`config.mk`:
```
export PLATFORM = sky130hd
export DESIGN_NAME = smtp_body_dot_stuffer
export DESIGN_NICKNAME = d
export VERILOG_FILES = /design/src/hw/rtl/sds_pkg.sv /design/src/hw/rtl/smtp_body_dot_stuffer.sv /design/src/hw/rtl/sds_front.sv /design/src/hw/rtl/sds_queue.sv /design/src/hw/rtl/sds_back.sv
export SDC_FILE = /design/constraint.sdc
export NUM_CORES = 1
export LEC_CHECK = 0
export BUFFER_PORTS_ARGS = -buffer_cell sky130_fd_sc_hd__buf_4
export CORE_MARGIN = 3
export CORE_UTILIZATION = 40
export DETAILED_ROUTE_END_ITERATION = 12
export PLACE_DENSITY = 0.64
export SYNTH_ARGS = -nofsm -noshare
export SYNTH_HDL_FRONTEND = slang
export SYNTH_SLANG_ARGS = --single-unit
```
`constraint.sdc`:
```
create_clock -name i_clk -period 4.2 [get_ports i_clk]
set_input_delay 0.84 -clock i_clk [delete_from_list [all_inputs] [get_ports i_clk]]
set_output_delay 0.84 -clock i_clk [all_outputs]
set_load 0.03 [all_outputs]
```
`src/hw/rtl/sds_pkg.sv`:
```
// Shared types, constants and helpers for the SMTP body dot-stuffing encoder.
`timescale 1ns / 1ps
`default_nettype none
package sds_pkg;

    localparam int unsigned QUEUE_DEPTH = 4;

    localparam logic [7:0] CH_CR  = 8'h0D;
    localparam logic [7:0] CH_LF  = 8'h0A;
    localparam logic [7:0] CH_DOT = 8'h2E;
    localparam logic [7:0] CH_NUL = 8'h00;

    // Fixed output slots of one job: CR LF . . byte CR LF . CR LF
    localparam int unsigned NUM_POS  = 10;
    localparam int unsigned POS_BYTE = 4;
    localparam int unsigned POS_EOM  = 9;
    localparam int unsigned POS_W    = 4;

    typedef enum logic [2:0] {
        M_MIDLINE     = 3'd0,
        M_BOM         = 3'd1,
        M_CR          = 3'd2,
        M_CRLF        = 3'd3,
        M_CRLF_DOT    = 3'd4,
        M_CRLF_DOT_CR = 3'd5,
        M_DOT         = 3'd6,
        M_DOT_CR      = 3'd7
    } t_mode;

    typedef enum logic [2:0] {
        CL_PLAIN = 3'd0,
        CL_END   = 3'd1,
        CL_LF    = 3'd2,
        CL_CR    = 3'd3,
        CL_DOT   = 3'd4,
        CL_HIGH  = 3'd5
    } t_class;

    // One decoded item: which groups of bytes to send, in slot order.
    typedef struct packed {
        logic       crlf;
        logic       dots;
        logic       pass;
        logic       term;
        logic [7:0] data;
    } t_job;

    function automatic t_class byte_class(input logic [7:0] b);
        t_class c;
        if (b == CH_NUL)      c = CL_END;
        else if (b == CH_LF)  c = CL_LF;
        else if (b == CH_CR)  c = CL_CR;
        else if (b == CH_DOT) c = CL_DOT;
        else if (b[7])        c = CL_HIGH;
        else                  c = CL_PLAIN;
        return c;
    endfunction

    function automatic logic [NUM_POS-1:0] job_mask(input t_job j);
        return {{5{j.term}}, j.pass, {2{j.dots}}, {2{j.crlf}}};
    endfunction

    function automatic logic [7:0] slot_byte(input logic [POS_W-1:0] p);
        logic [7:0] b;
        case (p)
            4'd0, 4'd5, 4'd8: b = CH_CR;
            4'd1, 4'd6, 4'd9: b = CH_LF;
            default:          b = CH_DOT;
        endcase
        return b;
    endfunction

endpackage
`default_nettype wire

```
`src/hw/rtl/smtp_body_dot_stuffer.sv`:
```
// Top level of the SMTP body dot-stuffing encoder: front end, job queue, byte emitter.
//
//   channel | direction | handshake          | payload
//   --------+-----------+--------------------+--------------------------------------------
//   input   | in        | i_valid / o_ready  | i_in_byte[7:0]
//   output  | out       | o_valid / i_ready  | o_out_byte[7:0], o_last_of_item, o_end_of_message
//
// Cycles: the front end takes one item per cycle while the job queue has room;
//   the emitter sends one byte per cycle unless stalled by i_ready; an item
//   yields 0 to 9 bytes. Items yielding no byte never enter the queue.
// Reset: synchronous, active low; mode returns to begin-of-message, queue and
//   output register empty. No clearing pass.
// Stalls: o_ready drops only when the queue is full; output backpressure stalls
//   the emitter alone until the queue fills.
`timescale 1ns / 1ps
`default_nettype none
module smtp_body_dot_stuffer #(
    parameter int unsigned P_QUEUE_DEPTH = sds_pkg::QUEUE_DEPTH
) (
    input  wire        i_clk,
    input  wire        i_rst_n,
    input  wire        i_valid,
    output logic       o_ready,
    input  wire  [7:0] i_in_byte,
    output logic       o_valid,
    input  wire        i_ready,
    output logic [7:0] o_out_byte,
    output logic       o_last_of_item,
    output logic       o_end_of_message
);

    // Jobs travel front -> queue -> back.
    sds_pkg::t_job  push_job, head_job;
    sds_pkg::t_mode mode;
    logic           push, pop, q_empty, q_full;

    // Classify and decide; hold the line-start mode.
    sds_front u_front (
        .i_clk     (i_clk),
        .i_rst_n   (i_rst_n),
        .i_valid   (i_valid),
        .o_ready   (o_ready),
        .i_in_byte (i_in_byte),
        .i_q_full  (q_full),
        .o_push    (push),
        .o_job     (push_job),
        .o_mode    (mode)
    );

    // Decouple decode from the byte-serial drain.
    sds_queue #(
        .P_DEPTH (P_QUEUE_DEPTH)
    ) u_queue (
        .i_clk   (i_clk),
        .i_rst_n (i_rst_n),
        .i_push  (push),
        .i_job   (push_job),
        .i_pop   (pop),
        .o_head  (head_job),
        .o_empty (q_empty),
        .o_full  (q_full)
    );

    // Advance through the job's slots, one byte per cycle while the output is not stalled.
    sds_back u_back (
        .i_clk            (i_clk),
        .i_rst_n          (i_rst_n),
        .i_head           (head_job),
        .i_q_empty        (q_empty),
        .o_pop            (pop),
        .o_valid          (o_valid),
        .i_ready          (i_ready),
        .o_out_byte       (o_out_byte),
        .o_last_of_item   (o_last_of_item),
        .o_end_of_message (o_end_of_message)
    );

    // Never write into a full queue or pop an empty one.
    a_queue_bounds: assert property (@(posedge i_clk) disable iff (!i_rst_n)
        !(push && q_full) && !(pop && q_empty))
        else $error("job queue overflow or underflow");

    // The terminator LF closes its item.
    a_eom_last: assert property (@(posedge i_clk) disable iff (!i_rst_n)
        (o_valid && o_end_of_message) |-> (o_last_of_item && (o_out_byte == sds_pkg::CH_LF)))
        else $error("end of message not on final LF");

    // An accepted zero byte returns the mode machine to begin-of-message.
    a_end_to_bom: assert property (@(posedge i_clk) disable iff (!i_rst_n)
        (i_valid && o_ready && (i_in_byte == sds_pkg::CH_NUL)) |=> (mode == sds_pkg::M_BOM))
        else $error("mode not reset after end of message");

endmodule
`default_nettype wire

```
`src/hw/rtl/sds_front.sv`:
```
// Front end: classify each byte, run the mode machine, emit at most one job per item.
`timescale 1ns / 1ps
`default_nettype none
module sds_front (
    input  wire                i_clk,
    input  wire                i_rst_n,
    input  wire                i_valid,
    output logic               o_ready,
    input  wire  [7:0]         i_in_byte,
    input  wire                i_q_full,
    output logic               o_push,
    output sds_pkg::t_job      o_job,
    output sds_pkg::t_mode     o_mode
);

    sds_pkg::t_mode  r_mode, n_mode;
    sds_pkg::t_class cls;
    logic            accept;
    sds_pkg::t_job   job;

    assign o_ready = !i_q_full;
    assign accept  = i_valid && o_ready;
    assign cls     = sds_pkg::byte_class(i_in_byte);
    assign o_mode  = r_mode;

    always_ff @(posedge i_clk) begin
        if (!i_rst_n) begin
            r_mode <= sds_pkg::M_BOM;
        end else if (accept) begin
            r_mode <= n_mode;
        end
    end

    always_comb begin
        n_mode   = r_mode;
        job      = '0;
        job.data = i_in_byte;
        unique case (r_mode)
            sds_pkg::M_MIDLINE, sds_pkg::M_BOM, sds_pkg::M_CR: begin
                case (cls)
                    sds_pkg::CL_PLAIN: begin
                        job.pass = 1'b1;
                        n_mode   = sds_pkg::M_MIDLINE;
                    end
                    sds_pkg::CL_END: begin
                        job.term = 1'b1;
                        n_mode   = sds_pkg::M_BOM;
                    end
                    sds_pkg::CL_LF: begin
                        if (r_mode == sds_pkg::M_CR) n_mode = sds_pkg::M_CRLF;
                    end
                    sds_pkg::CL_CR: begin
                        n_mode = sds_pkg::M_CR;
                    end
                    sds_pkg::CL_DOT: begin
                        if (r_mode == sds_pkg::M_MIDLINE) job.pass = 1'b1;
                        else                              n_mode = sds_pkg::M_DOT;
                    end
                    default: ;
                endcase
            end
            sds_pkg::M_CRLF: begin
                case (cls)
                    sds_pkg::CL_PLAIN: begin
                        job.crlf = 1'b1;
                        job.pass = 1'b1;
                        n_mode   = sds_pkg::M_MIDLINE;
                    end
                    sds_pkg::CL_END: begin
                        // terminator already opens with CRLF
                        job.term = 1'b1;
                        n_mode   = sds_pkg::M_BOM;
                    end
                    sds_pkg::CL_CR: begin
                        job.crlf = 1'b1;
                        n_mode   = sds_pkg::M_CR;
                    end
                    sds_pkg::CL_DOT: n_mode = sds_pkg::M_CRLF_DOT;
                    default: ;
                endcase
            end
            default: begin
                // dot held, possibly after a CRLF and/or followed by a CR
                job.crlf = (r_mode == sds_pkg::M_CRLF_DOT) ||
                           (r_mode == sds_pkg::M_CRLF_DOT_CR);
                case (cls)
                    sds_pkg::CL_PLAIN, sds_pkg::CL_DOT: begin
                        job.dots = 1'b1;
                        job.pass = 1'b1;
                        n_mode   = sds_pkg::M_MIDLINE;
                    end
                    sds_pkg::CL_END: begin
                        job.dots = 1'b1;
                        job.term = 1'b1;
                        n_mode   = sds_pkg::M_BOM;
                    end
                    sds_pkg::CL_LF: begin
                        if ((r_mode == sds_pkg::M_CRLF_DOT_CR) ||
                            (r_mode == sds_pkg::M_DOT_CR)) begin
                            job.dots = 1'b1;
                            n_mode   = sds_pkg::M_CRLF;
                        end
                    end
                    sds_pkg::CL_CR: begin
                        if (r_mode == sds_pkg::M_CRLF_DOT) n_mode = sds_pkg::M_CRLF_DOT_CR;
                        else if (r_mode == sds_pkg::M_DOT) n_mode = sds_pkg::M_DOT_CR;
                    end
                    default: ;
                endcase
                if (!job.dots) job.crlf = 1'b0;
            end
        endcase
    end

    assign o_job  = job;
    assign o_push = accept && (job.crlf || job.dots || job.pass || job.term);

endmodule
`default_nettype wire

```
`src/hw/rtl/sds_queue.sv`:
```
// Small job queue between the front end and the byte emitter.
`timescale 1ns / 1ps
`default_nettype none
module sds_queue #(
    parameter int unsigned P_DEPTH = sds_pkg::QUEUE_DEPTH
) (
    input  wire                 i_clk,
    input  wire                 i_rst_n,
    input  wire                 i_push,
    input  wire sds_pkg::t_job  i_job,
    input  wire                 i_pop,
    output sds_pkg::t_job       o_head,
    output logic                o_empty,
    output logic                o_full
);

    localparam int unsigned PTR_W = (P_DEPTH > 1) ? $clog2(P_DEPTH) : 1;
    localparam int unsigned CNT_W = $clog2(P_DEPTH + 1);
    localparam logic [PTR_W-1:0] LAST_PTR = PTR_W'(P_DEPTH - 1);
    localparam logic [CNT_W-1:0] FULL_CNT = CNT_W'(P_DEPTH);

    sds_pkg::t_job    r_mem [P_DEPTH];
    logic [PTR_W-1:0] r_wr_ptr, r_rd_ptr;
    logic [CNT_W-1:0] r_count;

    assign o_empty = (r_count == '0);
    assign o_full  = (r_count == FULL_CNT);
    assign o_head  = r_mem[r_rd_ptr];

    always_ff @(posedge i_clk) begin
        if (i_push) begin
            r_mem[r_wr_ptr] <= i_job;
        end
    end

    always_ff @(posedge i_clk) begin
        if (!i_rst_n) begin
            r_wr_ptr <= '0;
            r_rd_ptr <= '0;
            r_count  <= '0;
        end else begin
            if (i_push) begin
                r_wr_ptr <= (r_wr_ptr == LAST_PTR) ? '0 : r_wr_ptr + 1'b1;
            end
            if (i_pop) begin
                r_rd_ptr <= (r_rd_ptr == LAST_PTR) ? '0 : r_rd_ptr + 1'b1;
            end
            if (i_push && !i_pop)      r_count <= r_count + 1'b1;
            else if (!i_push && i_pop) r_count <= r_count - 1'b1;
        end
    end

endmodule
`default_nettype wire

```
`src/hw/rtl/sds_back.sv`:
```
// Back end: expand the head job into bytes, one per cycle while the output is not stalled, into an output register.
`timescale 1ns / 1ps
`default_nettype none
module sds_back (
    input  wire                 i_clk,
    input  wire                 i_rst_n,
    input  wire sds_pkg::t_job  i_head,
    input  wire                 i_q_empty,
    output logic                o_pop,
    output logic                o_valid,
    input  wire                 i_ready,
    output logic [7:0]          o_out_byte,
    output logic                o_last_of_item,
    output logic                o_end_of_message
);

    logic [sds_pkg::NUM_POS-1:0] r_done;
    logic [sds_pkg::NUM_POS-1:0] pending, first, rest;
    logic [sds_pkg::POS_W-1:0]   idx;
    logic                        issue;
    logic                        r_valid, r_last, r_eom;
    logic [7:0]                  r_byte, n_byte;

    assign pending = sds_pkg::job_mask(i_head) & ~r_done;

    always_comb begin
        idx = '0;
        for (int i = sds_pkg::NUM_POS - 1; i >= 0; i--) begin
            if (pending[i]) idx = sds_pkg::POS_W'(i);
        end
    end

    assign first  = sds_pkg::NUM_POS'(1) << idx;
    assign rest   = pending & ~first;
    assign issue  = !i_q_empty && (!r_valid || i_ready);
    assign o_pop  = issue && (rest == '0);
    assign n_byte = (idx == sds_pkg::POS_W'(sds_pkg::POS_BYTE)) ? i_head.data
                                                              : sds_pkg::slot_byte(idx);

    always_ff @(posedge i_clk) begin
        if (!i_rst_n) begin
            r_done  <= '0;
            r_valid <= 1'b0;
        end else begin
            if (issue) begin
                r_done  <= (rest == '0) ? '0 : (r_done | first);
                r_valid <= 1'b1;
            end else if (i_ready) begin
                r_valid <= 1'b0;
            end
        end
    end

    always_ff @(posedge i_clk) begin
        if (issue) begin
            r_byte <= n_byte;
            r_last <= (rest == '0);
            r_eom  <= (idx == sds_pkg::POS_W'(sds_pkg::POS_EOM));
        end
    end

    assign o_valid          = r_valid;
    assign o_out_byte       = r_byte;
    assign o_last_of_item   = r_last;
    assign o_end_of_message = r_eom;

endmodule
`default_nettype wire
```
==> results by group, run 1 <==
Outcome
  – Outcome: complete, no violations

Die
  – Die extent in x: 102.4 µm
  – Vert. Die Dim: 102.4 µm
  – I/O Pins: 24
  – Initial Util: 0.4184
  – Die area: 10490 µm²
  – Row cnt: 34
  – Core area: 8891 µm²

Synthesis
  – Seq/Total Area, Yosys: 0.5920
  – Post-Synthesis Cells: 292
  – Cell variety after synth: 59
  – Syn_nets: 311
  – Ys Warns: 0
  – FF+latch count, synth: 81
  – Post-synthesis cell area: 3720 µm²
  – EDFF count, synth: between 50 and 60
  – Avg Inst Size Synth: 12.74 µm²
  – Ys async rst share: 0
  – Synth Flop Type: edfxtp_1

Worst setup path
  – Slowest cell on crit path: or4_4
  – Setup Crit Path Kind: flop to flop
  – CP bufs+invs: 3
  – Worst EP required: 4.48 ns
  – R2R Setup Slk: about 0.33 ns
  – Critical Path Fanout Max: 11
  – Startpoint types: flop
  – Setup crit end kind: flop
  – Family with the most delay on the worst path: simple AND/OR/NAND/NOR gates
  – CP peak stage delay: 0.56 ns
  – RR Endpoint: u_queue.r_count[2]$_SDFFE_PN0P_
  – Crit path cell chain: buf_4 > mux4_2 > o221a_4 > o211ai_1 > a21oi_1 > a21oi_1 > or4_4 > nor3_2 > inv_1 > ha_1 > inv_1 > fa_1 > xor2_1 > or3_1 > a21boi_0
  – Worst reg2reg path depth: 15
  – WP data arrival: a little over 4 ns

STA
  – Setup TNS: 0 ns
  – Setup Skew: 0.007174 ns
  – Max-slew violation count: 0
  – Slew at the pin closest to its max-slew limit: 0.6395 ns
  – Slew HR: 0.5736
  – Hold Violations, Final: 0
  – RSZ-0062 raised after global routing: no
  – Setup ws final: 0.3339 ns
  – Max Clk Rate: 258.7 MHz
  – Setup violations, final: 0
  – Period minus WS final: 3.866 ns
  – Final period utilization: 0.9205

Clock tree
  – H-tree depth: 3
  – Root Driver: clkbuf_8
  – CTS buffer count: 9
  – Insertion delay of the later-clocked pin in the worst-skew pair: 0.36 ns
  – Clk sink count: 81
  – Max Buffers Root-to-Sink: 2
  – CTS tree: built
  – Clk slew on worst S/H paths: 0.09 ns

Worst hold path
  – Hold path cells: 2
  – Worst hold start: u_queue.r_rd_ptr[1]$_SDFFE_PN0P_
  – Worst Hold Path EP: u_queue.r_rd_ptr[1]$_SDFFE_PN0P_
  – Hold/Removal Path Class: flop to flop

Pwr
  – Flop pwr share: 0.530
  – Max VDD drop: 0.0001517 V
  – Clock power frac: 0.320
  – Internal: 1.242 mW
  – Net Sw Frac: 0.2907
  – Pwr Total: 1.752 mW
  – P per Cell Area: 412.6 nW/µm²
  – Switching Power: 509.3 µW
  – Static leakage: ~1.5 nW
  – Comb pwr share: 0.150

Route
  – Routed wire length: 7089 µm
  – Number of DRC markers in iteration 0: 125
  – Wire per inst: between 15 and 20 µm
  – Vias/cell: 5.334
  – DRT antenna net count: 0
  – DRC Markers: 0
  – 1st-pass router iterations: 6
  – DR vias: approximately 2300

Place
  – I/O Buffers: 23
  – Gpl congestion: 0.9098
  – DPL Wire Length: roughly 5100 µm
  – Pre-CTS setup slack: 0.3041 ns

Final layout
  – Ratio of cells with drive above 1 in the final layout: 0.2139
  – Post-layout util: 0.4775
  – ANT cells: 0
  – Layout Nets: 346
  – Area delta synth->final: 14.13%
  – Commonest non-fill, non-tap cell in the layout: edfxtp_1
  – Most frequent cells in the layout: edfxtp_1, buf_4, nor2_1, nand2_1, dfxtp_1

Global routing
  – Total GRT Usage: 0.1493
  – First-pass GRT wire length: roughly 12000 µm
  – Initial antenna violation count: 0
  – Gr ovfl total: 0
  – Largest net degree at the start of global routing: 19
  – Vias in the first global route: 2353

Flow run
  – Max Cap Viol: 0
kinds of logic after synthesis:
kind of cell,Yosys count,share of synthesized area
buffers and inverters,23,0.02792
AND/OR/NAND/NOR,100,0.1386
multiplexers,22,0.09687
XOR/XNOR,2,0.004710
adder cells (fa/ha/maj),7,0.02556
flip-flops,81,0.5920
AO/OA/AOI/OAI,57,0.1144
registers in the layout (all words and copies together), names as in the netlist, named ones only:
| name | cells |
|---|---|
| u_queue.r_mem | 48 |
| u_back.r_done | 10 |
| u_back.o_out_byte | 8 |
| u_front.o_mode | 3 |
| u_queue.r_count | 3 |
| u_queue.r_rd_ptr | 2 |
| u_queue.r_wr_ptr | 2 |
| u_back.o_end_of_message | 1 |
| u_back.o_last_of_item | 1 |
| u_back.o_valid | 1 |
worst reg2reg max path, cell delays in order (launching register included):
cell and delay, ns:
dfxtp_1 0.44, buf_4 0.25, mux4_2 0.30, o221a_4 0.23
o211ai_1 0.17, a21oi_1 0.37, a21oi_1 0.12, or4_4 0.56
nor3_2 0.26, inv_1 0.08, ha_1 0.21, inv_1 0.08
fa_1 0.18, xor2_1 0.08, or3_1 0.30, a21boi_0 0.17
metrics by stage:
step           area [µm²]  hold WS (ns)  instances
5_1_grt              4245        0.5299        440
2_1_floorplan        3720        0.4425        292
3_5_place_dp         4044        0.4765        424
3_3_place_gp         4044        0.4713        424
4_1_cts              4244        0.4957        440
6_report             4245        0.4905        440
repair_timing:
action,4_1_cts,5_1_grt
buffers inserted,0,0
endpoints found under the setup margin,0,1
gates resized for setup,0,1
hold buffers,0,0
synth_stat cells, types with 3 or more instances:
master	number	area [µm²]
a21boi_0	6	45.04
a21oi_1	18	90.09
a31oi_1	3	18.77
and2_1	7	43.79
and3_1	5	31.28
dfxtp_1	23	460.4
edfxtp_1	58	1742
ha_1	6	75.07
inv_1	16	60.06
mux2i_1	9	90.09
mux4_2	11	247.7
nand2_1	24	90.09
nand2b_1	4	25.02
nand3_1	3	15.01
nand3b_1	3	22.52
nor2_1	25	93.84
nor2b_1	10	62.56
nor3_1	3	15.01
o21ai_0	7	35.03
or3_1	3	18.77
power groups by stage:
stage	registers, mW	logic (mW)	clock network, mW
after floorplan	0.984	0.134	0
after global placement	0.947	0.265	0
after detailed placement	0.948	0.266	0
after CTS	0.930	0.267	0.582
after global routing	0.935	0.290	0.613
final	0.929	0.263	0.560
cell type report:
cell class / instances / area, µm²
fill: 775 / 4646
sequential: 81 / 2203
multi-input combinational: 188 / 1414
timing repair buffer: 31 / 232.7
tap: 108 / 135.1
clock buffer: 9 / 123.9
clock inverter: 7 / 76.32
inverter: 16 / 60.06
routing by layer:
| layer | part of all wire | wire length (µm) | up-vias | GRT usage |
|---|---|---|---|---|
| li1 | - | - | 1165 | - |
| met1 | 0.47 | 3364 | 1114 | 0.1905 |
| met2 | 0.46 | 3268 | 54 | 0.2378 |
| met3 | 0.044 | 309 | 14 | 0.04505 |
| met4 | 0.021 | 146 | 0 | 0.06054 |
| met5 | 0 | 0 | - | 0 |
how the worst max path moves through the flow:
stage          startpoint                               to  slack (ns)  cells after the start
6_report             flop  u_queue.r_count[2]$_SDFFE_PN0P_        0.33                     15
5_1_grt              flop  u_queue.r_count[2]$_SDFFE_PN0P_        0.05                     15
4_1_cts              flop  u_queue.r_count[2]$_SDFFE_PN0P_        0.30                     14
3_5_place_dp         flop  u_queue.r_count[2]$_SDFFE_PN0P_        0.30                     14
3_3_place_gp         flop  u_queue.r_count[2]$_SDFFE_PN0P_        0.42                     14
2_1_floorplan        flop  u_queue.r_count[2]$_SDFFE_PN0P_        0.57                     15
Power figures use the tool's default switching activity.
==> run 2: changes to the inputs <==
--- a/config.mk
+++ b/config.mk
@@ -9,7 +9,8 @@
 export CORE_MARGIN = 3
 export CORE_UTILIZATION = 40
 export DETAILED_ROUTE_END_ITERATION = 12
-export PLACE_DENSITY = 0.64
+export PLACE_DENSITY = 0.63
 export SYNTH_ARGS = -nofsm -noshare
 export SYNTH_HDL_FRONTEND = slang
+export SYNTH_HIERARCHICAL = 1
 export SYNTH_SLANG_ARGS = --single-unit
==> results by group, run 2 <==
Final layout
  – Layout fillers: 857
  – Layout Nets: 360
  – Ratio of cells with drive above 1 in the final layout: 0.2283
  – Non-Filler Instances: around 480
  – Area delta synth->final: 11.59%
  – Largest Register: u_queue/r_mem
  – Commonest non-fill, non-tap cell in the layout: edfxtp_1
  – Final instance area: 4482 µm²
  – Largest register FFs: 48
  – ANT cells: 0
  – Most frequent cells in the layout: edfxtp_1, buf_4, dfxtp_1, nor2_1, o21ai_0

Worst setup path
  – Setup Crit Path Kind: flop to flop
  – Worst EP required: 4.47 ns
  – WP data arrival: 4.14 ns
  – Crit path cell chain: mux4_2 > nor2b_1 > nor2_1 > a41oi_4 > and3_1 > o31a_1 > and2_1 > inv_1 > ha_1 > inv_1 > fa_1 > xor2_1 > or3_1 > a21boi_0
  – R2R Setup Slk: 0.33 ns
  – Slowest cell on crit path: mux4_2
  – Startpoint types: flop
  – CP peak stage delay: 0.61 ns
  – Setup crit end kind: flop
  – Most frequent CP cell: inv_1
  – Critical Path Fanout Max: 10

Synthesis
  – Syn_nets: 336
  – Post-Synthesis Cells: 317
  – Synth Flop Type: edfxtp_1
  – Top cells by count, synth: edfxtp_1, dfxtp_1, nor2_1
  – Ys async rst share: 0
  – Ys Warns: 6
  – Synth area leaders: edfxtp_1, dfxtp_1, mux4_2
  – Synth top area share: 0.4336
  – Avg Inst Size Synth: 12.67 µm²
  – Seq/Total Area, Yosys: 0.5483
  – Count leader, synth: edfxtp_1
  – EDFF count, synth: 58
  – Leading area contributor after synthesis: edfxtp_1
  – Cell variety after synth: 60
  – Post-synthesis cell area: 4016 µm²
  – FF+latch count, synth: 81

Die
  – Core area: 9503 µm²
  – Vert. Die Dim: ~110 µm
  – Die extent in x: about 110 µm
  – Row cnt: 35
  – Initial Util: 0.4226
  – Die area: 11280 µm²
  – I/O Pins: 24

Clock tree
  – Post-CTS Resized: 0
  – Clk slew on worst S/H paths: about 0.080 ns
  – Setup bufs post-CTS: 0
  – Root Driver: clkbuf_8
  – CTS buffer count: 9
  – Max Buffers Root-to-Sink: 2
  – Insertion delay of the later-clocked pin in the worst-skew pair: 0.34 ns
  – H-tree depth: 3
  – CTS tree: built
  – Hold buffers post-CTS: 0
  – Clk sink count: 81

STA
  – Setup TNS: 0 ns
  – Slew at the pin closest to its max-slew limit: 0.7451 ns
  – Period minus WS final: 3.870 ns
  – Slew HR: 0.4987
  – Final period utilization: 0.9214
  – Max Clk Rate: between 200 and 300 MHz
  – Hold Violations, Final: 0
  – Setup Skew: 0.01036 ns
  – RSZ-0062 raised after global routing: no
  – Max-slew violation count: 0
  – Setup violations, final: 0
  – Worst hold slack: 0.4980 ns

Route
  – Wire per inst: 15.92 µm
  – Vias/cell: 5.417
  – Routed wire length: roughly 7600 µm
  – Number of DRC markers in iteration 0: 110
  – 1st-pass router iterations: 4
  – DR vias: about 2600
  – DRT antenna net count: 0
  – DRC Markers: 0

Global routing
  – First-pass GRT wire length: 12750 µm
  – Initial antenna violation count: 0
  – Vias in the first global route: 2597
  – Total GRT Usage: 0.1423
  – Largest net degree at the start of global routing: 19
  – Gr ovfl total: 0

Place
  – Gpl congestion: 0.8379
  – Inst Count DP: 459
  – DPL Wire Length: 5412 µm
  – I/O Buffers: 23
  – Placed Area: 4285 µm²

Worst hold path
  – Hold/Removal Path Class: flop to flop

Pwr
  – Pwr Total: ~1.8 mW
  – P per Cell Area: 392.5 nW/µm²
  – Max VDD drop: 0.0002180 V
  – Static leakage: 1.516 nW

Flow run
  – Max Cap Viol: 0

Outcome
  – Outcome: complete, no violations
[run 2: cells by family (layout without fill, tap and decap cells)]
family | count (synthesis) | after routing | synth area share
and+or+nand+nor | 104 | 104 | 0.1486
buffers and inverters | 32 | 61 | 0.04610
adders and majority gates | 7 | 7 | 0.02368
xor gates and xnor gates | 3 | 3 | 0.006543
DFF | 81 | 81 | 0.5483
muxes | 18 | 18 | 0.08411
AOI/OAI and AO/OA | 72 | 72 | 0.1427
[run 2: final timing paths]
path,startpoint,endpoint,cells after the start
hold / removal,u_back/o_valid$_SDFFE_PN0P_,u_back/o_valid$_SDFFE_PN0P_,2
setup reg to reg,flop,u_queue/r_count[2]$_SDFFE_PN0P_,14
setup / recovery,flop,u_queue/r_count[2]$_SDFFE_PN0P_,14
hold reg to reg,u_back/o_valid$_SDFFE_PN0P_,u_back/o_valid$_SDFFE_PN0P_,2
[run 2: layer usage]
metal	global-route usage	wire [µm]
met3	0.03582	347
met2	0.2262	3659
met4	0.05088	77
met1	0.1890	3480
met5	0	0
[run 2: per-stage QoR]
stage / setup WS [ns] / utilization
final: 0.3301 / 0.4716
after global routing: 0.03142 / 0.4716
after CTS: 0.2526 / 0.4714
after detailed placement: 0.2719 / 0.4510
after global placement: 0.3934 / 0.4510
after floorplan: 0.3694 / -
[run 2: final cells by class]
type / count / area, µm² / share of cell area
flip-flops and latches: 81 / 2202 / 0.4913
repair buffers: 33 / 247.7 / 0.05528
multi-input cells: 204 / 1632 / 0.3640
inverters: 12 / 45.04 / 0.01005
well taps: 129 / 161.4 / 0.03601
clock inverters: 7 / 70.07 / 0.01563
clock buffers: 9 / 123.9 / 0.02764
[run 2: where the power goes]
group | internal (mW) | switching, mW
logic | 0.107 | 0.175
registers | 0.905 | 0.0217
clock network | 0.274 | 0.276
[run 2: worst max-delay path: cells and delay by family, from the launching register on]
kind	cells	cell delay (ns)
and+or+nand+nor	5	1.10
buffers and inverters	2	0.17
adders and majority gates	2	0.62
muxes	1	0.61
DFF	1	0.49
AOI/OAI and AO/OA	3	0.65
xor gates and xnor gates	1	0.18
